--- src/hw/rtl/hs3_pkg.sv ---
package hs3_pkg;

  // Grid and number format.
  localparam int MAX_EDGE  = 64;
  localparam int TEMP_BITS = 25;

  localparam int EDGE_W  = $clog2(MAX_EDGE + 1);
  localparam int COORD_W = $clog2(MAX_EDGE);
  localparam int PLANE   = MAX_EDGE * MAX_EDGE;
  localparam int PLANE_W = $clog2(PLANE + 1);
  localparam int PTR_W   = $clog2(PLANE);

  // Six-neighbor sum plus rounding offset, and the reciprocal of six.
  localparam int SUM_W       = TEMP_BITS + 3;
  localparam int RECIP_SHIFT = SUM_W + 2;
  localparam int RECIP_W     = RECIP_SHIFT - 2;
  localparam int PROD_W      = SUM_W + RECIP_W;
  localparam int QUOT_W      = PROD_W - RECIP_SHIFT;
  localparam longint unsigned RECIP_FULL = (64'd1 << RECIP_SHIFT) / 6;
  localparam logic [RECIP_W-1:0] RECIP_SIXTH = RECIP_W'(RECIP_FULL);

  // Configuration port.
  localparam int CFG_IDX_W  = 2;
  localparam int CFG_DATA_W = EDGE_W;

  typedef enum logic [CFG_IDX_W-1:0] {
    REG_EDGE_SIZE,
    REG_SOURCE_X,
    REG_SOURCE_Y,
    REG_SOURCE_Z
  } cfg_reg_e;

  localparam logic [EDGE_W-1:0]  EDGE_MIN     = EDGE_W'(2);
  localparam logic [EDGE_W-1:0]  EDGE_MAX     = EDGE_W'(MAX_EDGE);
  localparam logic [EDGE_W-1:0]  EDGE_RESET   = EDGE_W'(MAX_EDGE);
  localparam logic [COORD_W-1:0] SOURCE_RESET = COORD_W'(2);

  typedef logic [TEMP_BITS-1:0] temp_t;

  // The seven stencil taps of one voxel.
  typedef struct packed {
    temp_t up_z;
    temp_t up_y;
    temp_t up_x;
    temp_t centre;
    temp_t dn_x;
    temp_t dn_y;
    temp_t dn_z;
  } taps_t;

  // Boundary and role flags of the voxel whose taps are in the window.
  typedef struct packed {
    logic has_up_z;
    logic has_up_y;
    logic has_up_x;
    logic has_dn_x;
    logic has_dn_y;
    logic has_dn_z;
    logic is_source;
    logic last;
  } voxel_meta_t;

  // Lengths of the four delay lines for the current edge size.
  typedef struct packed {
    logic [PLANE_W-1:0] up_y;
    logic [PLANE_W-1:0] up_x;
    logic [PLANE_W-1:0] dn_y;
    logic [PLANE_W-1:0] dn_z;
  } delay_len_t;

endpackage

--- src/hw/rtl/hs3_if.sv ---


interface hs3_out_if;
  logic                  valid;
  logic                  ready;
  logic [hs3_pkg::TEMP_BITS-1:0] temperature_out;
  logic                  last_voxel;

  modport source (output valid, output temperature_out, output last_voxel, input ready);
  modport sink (input valid, input temperature_out, input last_voxel, output ready);
endinterface

--- src/hw/rtl/hs3_update.sv ---
module hs3_update (
  input  logic                 clk_i,
  input  logic                 rst_ni,
  input  logic                 valid_i,
  output logic                 ready_o,
  input  hs3_pkg::taps_t       taps_i,
  input  hs3_pkg::voxel_meta_t meta_i,
  hs3_out_if.source            out_ch
);

  logic en2, en3, out_en;

  logic                      v2_q, v3_q, out_v_q;
  logic [hs3_pkg::SUM_W-1:0] sum2_q, sum3_q;
  hs3_pkg::temp_t            centre2_q, centre3_q, out_temp_q;
  logic                      src2_q, src3_q, last2_q, last3_q, out_last_q;
  logic [hs3_pkg::PROD_W-1:0] prod3_q;

  logic [hs3_pkg::SUM_W-1:0]  sum2_d;
  logic [hs3_pkg::QUOT_W-1:0] quot_est, quot_fix;
  logic [hs3_pkg::SUM_W-1:0]  rem;
  hs3_pkg::temp_t             out_temp_d;

  assign out_en  = !out_v_q || out_ch.ready;
  assign en3     = !v3_q || out_en;
  assign en2     = !v2_q || en3;
  assign ready_o = en2;

  // A neighbor outside the grid is replaced by the center value.
  always_comb begin
    sum2_d = hs3_pkg::SUM_W'(3);
    sum2_d += hs3_pkg::SUM_W'(meta_i.has_up_z ? taps_i.up_z : taps_i.centre);
    sum2_d += hs3_pkg::SUM_W'(meta_i.has_up_y ? taps_i.up_y : taps_i.centre);
    sum2_d += hs3_pkg::SUM_W'(meta_i.has_up_x ? taps_i.up_x : taps_i.centre);
    sum2_d += hs3_pkg::SUM_W'(meta_i.has_dn_x ? taps_i.dn_x : taps_i.centre);
    sum2_d += hs3_pkg::SUM_W'(meta_i.has_dn_y ? taps_i.dn_y : taps_i.centre);
    sum2_d += hs3_pkg::SUM_W'(meta_i.has_dn_z ? taps_i.dn_z : taps_i.centre);
  end

  // The reciprocal estimate is at most one low; one compare fixes it.
  always_comb begin
    quot_est = prod3_q[hs3_pkg::PROD_W-1:hs3_pkg::RECIP_SHIFT];
    rem      = sum3_q - hs3_pkg::SUM_W'(quot_est) * hs3_pkg::SUM_W'(6);
    quot_fix = (rem >= hs3_pkg::SUM_W'(6)) ? quot_est + 1'b1 : quot_est;
    out_temp_d = src3_q ? centre3_q : hs3_pkg::TEMP_BITS'(quot_fix);
  end

  always_ff @(posedge clk_i or negedge rst_ni) begin
    if (!rst_ni) begin
      v2_q    <= 1'b0;
      v3_q    <= 1'b0;
      out_v_q <= 1'b0;
    end else begin
      if (en2)    v2_q    <= valid_i;
      if (en3)    v3_q    <= v2_q;
      if (out_en) out_v_q <= v3_q;
    end
  end

  always_ff @(posedge clk_i) begin
    if (en2) begin
      sum2_q    <= sum2_d;
      centre2_q <= taps_i.centre;
      src2_q    <= meta_i.is_source;
      last2_q   <= meta_i.last;
    end
    if (en3) begin
      prod3_q   <= hs3_pkg::PROD_W'(sum2_q) * hs3_pkg::PROD_W'(hs3_pkg::RECIP_SIXTH);
      sum3_q    <= sum2_q;
      centre3_q <= centre2_q;
      src3_q    <= src2_q;
      last3_q   <= last2_q;
    end
    if (out_en) begin
      out_temp_q <= out_temp_d;
      out_last_q <= last3_q;
    end
  end

  assign out_ch.valid           = out_v_q;
  assign out_ch.temperature_out = out_temp_q;
  assign out_ch.last_voxel      = out_last_q;

endmodule

--- src/flat_wrapper.sv ---
// flat-port wrapper written by rule: the top's interface ports become plain ports
module hs3_update_flat 
  (clk_i, rst_ni, valid_i, ready_o, taps_i, meta_i, out_ch_valid, out_ch_temperature_out, out_ch_last_voxel, out_ch_ready);
  hs3_out_if out_ch_i ();
  input  logic clk_i;
  input  logic rst_ni;
  input  logic valid_i;
  output logic ready_o;
  input  hs3_pkg::taps_t taps_i;
  input  hs3_pkg::voxel_meta_t meta_i;
  output wire logic [$bits(out_ch_i.valid)-1:0] out_ch_valid;
  output wire logic [$bits(out_ch_i.temperature_out)-1:0] out_ch_temperature_out;
  output wire logic [$bits(out_ch_i.last_voxel)-1:0] out_ch_last_voxel;
  input wire logic [$bits(out_ch_i.ready)-1:0] out_ch_ready;
  assign out_ch_valid = out_ch_i.valid;
  assign out_ch_temperature_out = out_ch_i.temperature_out;
  assign out_ch_last_voxel = out_ch_i.last_voxel;
  assign out_ch_i.ready = out_ch_ready;
  hs3_update u_core (.clk_i(clk_i), .rst_ni(rst_ni), .valid_i(valid_i), .ready_o(ready_o), .taps_i(taps_i), .meta_i(meta_i), .out_ch(out_ch_i));
endmodule
--- config.mk ---
export PLATFORM = sky130hd
export DESIGN_NAME = hs3_update_flat
export DESIGN_NICKNAME = d
export VERILOG_FILES = /design/src/hw/rtl/hs3_pkg.sv /design/src/hw/rtl/hs3_if.sv /design/src/hw/rtl/hs3_update.sv /design/src/flat_wrapper.sv
export SDC_FILE = /design/constraint.sdc
export NUM_CORES = 1
export LEC_CHECK = 0
export BUFFER_PORTS_ARGS = -buffer_cell sky130_fd_sc_hd__buf_2
export CAP_MARGIN = 10
export CORE_AREA = 2 2 221 386
export CTS_CLUSTER_SIZE = 8
export DETAILED_ROUTE_END_ITERATION = 6
export DIE_AREA = 0 0 223 388
export PLACE_DENSITY = 0.58
export SLEW_MARGIN = 0
export SYNTH_ARGS = -nofsm -noshare
export SYNTH_HDL_FRONTEND = slang
export SYNTH_SLANG_ARGS = --single-unit
--- constraint.sdc ---
create_clock -name clk_i -period 7.1 [get_ports clk_i]
set_clock_uncertainty 0.2 [all_clocks]
set_input_delay 0.355 -clock clk_i [delete_from_list [all_inputs] [get_ports clk_i]]
set_output_delay 0.355 -clock clk_i [all_outputs]
set_load 0.05 [all_outputs]
==> metrics.csv, run 1 <==
metric;value;unit
CP dominant cell by count;fa_1;
Mapped Area;24800;um2
worst hold path type;input port to async pin;
f_max;0.143;GHz
drt pass-1 iters;5;
Async S/R FF share, synth;1.83;%
post-synthesis sequential area ratio;19.8;%
initial antenna violation count;4;
count leader, synth;inv_1;
number of enable flip-flop cells after synthesis;161;
core area;83200;um2
final setup vio count;0;
largest net degree at the start of global routing;71;
status;finished, final reports clean;
synth cell count leaders;573 x inv_1, 359 x fa_1, 340 x ha_1;
number of global-route vias before repair;20100;
global-route wire length before repair;117000;um
Worst setup EP type;flip-flop;
Crit path required time;7.09;ns
Starting Density;29.8;%
Slowest cell on crit path;fa_1;
Post-layout nets;3663;
max-cap violations;0;
GR Util All Layers;18.1;%
Avg Cell Area, Syn;10.6;um2
leading area contributor after synthesis;fa_1;
Netlist cell types;78;
Post-DRT Antenna Nets;0;
Synth Instances;2338;
Final GP Congestion;0.963;
DR iter-0 viols;664;
max-slew violations;0;
Synth Warn #;0;
unrepaired setup endpoints after global routing;yes;
critical path class;flip-flop to flip-flop;
GRT overflow;0;
Via density;4.79;
PortBufs;214;
Sink Count;164;
top cells by area, synth;fa_1 29%, edfxtp_1 19%, ha_1 17%;
Area Growth Syn to Fin;21.1;%
setup_tns;0;ns
hpwl dp;68600;um
CP arrival;7.00;ns
Die W;223;um
Root Driver;clkbuf_16;
Final Hold Viols;0;
share of layout cells above drive strength 1;25.2;%
Top FF cell, synth;edfxtp_1;
Syn Nets;3224;
CP startpoint kind;flip-flop;
die area;86500;um2
total number of vias;18500;
routed len/inst;20.1;um
CTS Buf Count;17;
height of the die;388;um
Seq cells post-synth;164;
crit path time final;7.01;ns
Rows;140;
Reg clk slew, reported paths;0.07;ns
Routed WL;77600;um
highest fanout seen on the critical path;2;
I/O Pins;215;
worst-margin pin slew;1.01;ns
max incr delay on CP;0.54;ns
share of the synthesized area in the top cell type;29.0;%
clock buffer depth;2;
DRC;0;
Tcrit/Tclk final;98.7;%
worst-skew pair later-pin latency;0.45;ns
Worst slew margin;32.4;%
TritonCTS clock tree;yes;
H-tree levels;4;
-- cells in the final DEF (no fill, tap or decap), types with 21 or more instances in the layout --
master / netlist / routed
inv_1: 573 / 562
fa_1: 359 / 348
ha_1: 340 / 316
buf_2: 5 / 214
buf_4: 0 / 209
edfxtp_1: 161 / 161
mux2_2: 141 / 141
nor2_1: 78 / 76
nand2_1: 65 / 65
a21oi_1: 64 / 58
o21ai_0: 57 / 47
xnor2_1: 46 / 46
xor2_1: 35 / 34
a21o_1: 29 / 29
a31oi_1: 31 / 29
nor3_1: 30 / 28
nand3_1: 27 / 27
ha_4: 0 / 23
dlygate4sd3_1: 0 / 23
nand2b_1: 21 / 21
-- per-layer routing --
| layer | routed length (um) | GRT usage (%) |
|---|---|---|
| met1 | 25100 | 16.6 |
| met2 | 43800 | 36.3 |
| met3 | 2000 | 1.77 |
| met4 | 6700 | 12.9 |
| met5 | 30 | 0 |
-- repair_timing --
item / in CTS / in global routing
endpoints found under the hold margin: 25 / 0
hold buffers: 23 / 0
buffers inserted: 17 / 15
pin swaps: 30 / 54
endpoints found under the setup margin: 7 / 34
resized for setup: 32 / 68
-- kinds of logic after synthesis --
family / synth area share [%]
AOI/OAI and AO/OA: 8.25
buffers and inverters: 9.34
DFF: 19.8
adders and majority gates: 46.1
and+or+nand+nor: 6.80
muxes: 6.88
xor gates and xnor gates: 2.86
-- registers in the layout, indices dropped and copies added (netlist names), 25 cells and up --
signal	count
u_core.sum2_q	28
u_core.sum3_q	27
u_core.prod3_q	26
u_core.centre2_q	25
u_core.centre3_q	25
u_core.out_ch.temperature_out	25
-- final timing paths --
check	start	end	slack, ns	cells after the start
max in group asynchronous	rst_ni	u_core.out_ch.valid	6.57	2
max	u_core.sum2_q[11]	u_core.prod3_q[55]	0.09	26
min in group clk_i	taps_i[83]	u_core.centre2_q[8]	0.02	1
min reg2reg	u_core.centre2_q[10]	u_core.centre3_q[10]	0.22	0
max reg2reg	u_core.sum2_q[11]	u_core.prod3_q[55]	0.09	26
min	rst_ni	u_core.v2_q	0.02	2
-- final cells by class --
cell class,count,area (um2)
Clock buffer,18,439
Clock inverter,14,144
Antenna cell,3,7.51
Tap cell,1065,1330
Inverter,573,2150
Timing Repair Buffer,457,3020
Fill cell,8350,53100
Sequential cell,164,4910
Multi-Input combinational cell,1564,18100
-- worst max-delay path, delay by kind of cell, from the launching register on --
| kind | cells | cell delay, ns |
|---|---|---|
| AOI/OAI and AO/OA | 9 | 1.60 |
| adders and majority gates | 8 | 3.40 |
| and+or+nand+nor | 1 | 0.20 |
| DFF | 1 | 0.46 |
| xor gates and xnor gates | 1 | 0.07 |
| buffers and inverters | 7 | 0.81 |
-- metrics by stage --
step / cell area, um2 / std cells / utilization [%] / setup WS, ns / hold WS (ns)
after global placement: 28500 / 3768 / 34.3 / -0.126 / -0.0440
after detailed placement: 28500 / 3768 / 34.3 / -0.163 / -0.0432
after floorplan: 24800 / 2338 / - / 0.00544 / -0.141
after global routing: 30100 / 3856 / 36.1 / -0.184 / 0.0140
after CTS: 29600 / 3840 / 35.6 / 0.00284 / 0.000882
final: 30100 / 3858 / 36.1 / 0.0916 / 0.0211
Power of run 1 is left out: the tool's default activity adds up to more than one toggle a clock period on the data nets, which glitch-free logic cannot reach.
==> run 2, diff against run 1 <==
- CELL_PAD_IN_SITES_DETAIL_PLACEMENT: default -> 0
- CELL_PAD_IN_SITES_GLOBAL_PLACEMENT: default -> 2
- PLACE_DENSITY: 0.58 -> 0.76
==> run 2 against run 1 <==
Against the previous run: the flow now finishes with violations (setup timing); core utilization is 0.69 points higher; wire length is 14% higher; critical path depth down 1; worst setup slack lost 0.19 ns; sequential share of layout area decreased by 0.31 points; fmax shrank 2.6%; register-to-register slack lost 0.19 ns; hold slack gained 0.028 ns; final cell count rose by 1.6%; global-route usage grew 2.3 points; critical endpoint unchanged; flip-flop and latch count stayed put; cell area up 1.9%.
==> metrics.csv, run 2 (same netlist as run 1, synthesis figures left out) <==
metric;value;unit;change
status;complete, but fails checks;;
failing checks;setup timing;;
worst hold path type;input port to flip-flop;;
max-cap violations;0;;unchanged
highest fanout seen on the critical path;5;;+3
DR iter-0 viols;706;;+6.3%
share of layout cells above drive strength 1;27.2;%;+2.1 points
worst-margin pin slew;1.02;ns;+0.00741 ns
top flop regs;u_core.sum2_q (28), u_core.sum3_q (27), u_core.prod3_q (26);;
Reg clk slew, reported paths;0.07;ns;about the same
area of the multi-input gates;18100;um2;+0.51%
number of flip-flops in the largest register;28;;unchanged
Final GP Congestion;0.953;;-1.1%
commonest non-fill, non-tap cell in the layout;inv_1;;
CTS Buf Count;17;;unchanged
I/O Pins;215;;unchanged
Die W;223;um;unchanged
CP arrival;7.20;ns;+0.20 ns
Post-DRT Antenna Nets;0;;unchanged
Worst setup EP type;flip-flop;;
Crit path required time;7.10;ns;about the same
worst hold stages;3;;
Post-layout nets;3725;;+1.7%
crit path time final;7.19;ns;+0.185 ns
Tcrit/Tclk final;101;%;+2.6 points
Rows;140;;unchanged
die area;86500;um2;unchanged
total number of vias;19000;;+2.8%
Register Area;4910;um2;unchanged
final setup vio count;2;;+2
core area;83200;um2;unchanged
critical path class;flip-flop to flip-flop;;
Root Driver;clkbuf_16;;
Area Growth Syn to Fin;23.4;%;
Sink Count;164;;unchanged
H-tree levels;4;;unchanged
Filler cells;8255;;-1.1%
TritonCTS clock tree;yes;;
GRT overflow;0;;unchanged
worst-skew pair later-pin latency;0.47;ns;+0.02 ns
hpwl dp;78300;um;+14%
cells on worst reg2reg path;25;;-3.8%
Final Hold Viols;0;;unchanged
PortBufs;214;;unchanged
global-route wire length before repair;129000;um;+10%
f_max;0.139;GHz;-2.6%
initial antenna violation count;1;;-3
Via density;4.85;;+1.2%
largest net degree at the start of global routing;57;;-20%
largest register by flop count;u_core.sum2_q;;
unrepaired setup endpoints after global routing;yes;;
clock buffer depth;2;;unchanged
Starting Density;29.8;%;unchanged
DRC;0;;unchanged
most frequent cells in the layout;556 x inv_1, 344 x fa_1, 320 x ha_1;;
height of the die;388;um;unchanged
Routed WL;88100;um;+14%
Worst Slack Setup Final;-0.0935;ns;-0.185 ns
Post-Place Worst Slack;-0.841;ns;-0.677 ns
max-slew violations;0;;unchanged
CP startpoint kind;flip-flop;;
routed len/inst;22.5;um;+12%
drt pass-1 iters;5;;unchanged
setup_tns;-0.147;ns;-0.147 ns
GR Util All Layers;20.4;%;+2.3 points
number of global-route vias before repair;21200;;+5.4%
Worst slew margin;31.8;%;-0.57 points
==> run 2: critical path, cell delays in order, from the launching register on <==
cell and delay [ns]:
edfxtp_1 0.51, buf_6 0.20, ha_1 0.29, inv_1 0.06, fa_2 0.59, inv_1 0.06, fa_1 0.47, inv_1 0.05
fa_1 0.49, inv_1 0.07, fa_1 0.58, fa_2 0.48, fa_2 0.58, ha_1 0.24, nand3_2 0.10, nor2_4 0.05
a32oi_2 0.25, o21ai_4 0.11, a32oi_1 0.20, buf_4 0.17, o31ai_2 0.07, a221o_1 0.38, a211oi_4 0.29, o211ai_1 0.17
a21oi_1 0.21, xnor2_1 0.08
==> run 2: timing repair <==
item | CTS | global route
endpoints found under the setup margin | 46 | 39
endpoints found under the hold margin | 31 | 0
gates resized for setup | 45 | 79
pin swaps | 32 | 78
buffers inserted | 9 | 18
hold buffers | 31 | 0
==> run 2: worst paths after layout <==
check                                startpoint                   end  slack [ns]
max                           u_core.sum2_q[16]    u_core.prod3_q[55]       -0.09
min                                out_ch_ready           u_core.v3_q        0.05
max reg2reg                   u_core.sum2_q[16]    u_core.prod3_q[55]       -0.09
min reg2reg                u_core.centre2_q[22]  u_core.centre3_q[22]        0.22
max in group asynchronous                rst_ni   u_core.out_ch.valid        6.00
min in group asynchronous                rst_ni           u_core.v3_q        0.56
==> run 2: stage by stage <==
stage	hold slack [ns]	cell area, um2	std cells	util [%]
after floorplan	-0.141	24800	2338	-
after global placement	-0.0509	29000	3828	34.8
after detailed placement	-0.0487	29000	3828	34.8
after CTS	0.00305	30100	3900	36.2
after global routing	0.0397	30600	3917	36.8
final	0.0486	30600	3919	36.8
==> run 2: cell type report <==
cell class | count | share of cell area (%)
clock inverters | 13 | 0.531
diodes | 2 | 0.0163
clock buffers | 19 | 1.41
repair buffers | 519 | 11.4
inverters | 573 | 7.02
well taps | 1065 | 4.35
multi-input cells | 1564 | 59.2
flip-flops and latches | 164 | 16.0
==> run 2: metal layers <==
metal / share of wire, % / track usage [%] / vias up / routed length, um
li1: - / - / 8788 / -
met1: 32 / 18.8 / 9516 / 28500
met2: 57 / 41.0 / 456 / 50200
met3: 2.2 / 1.71 / 226 / 1920
met4: 8.5 / 15.0 / 2 / 7480
met5: 0.012 / 0 / - / 11
Power of run 2 is left out for the same reason.
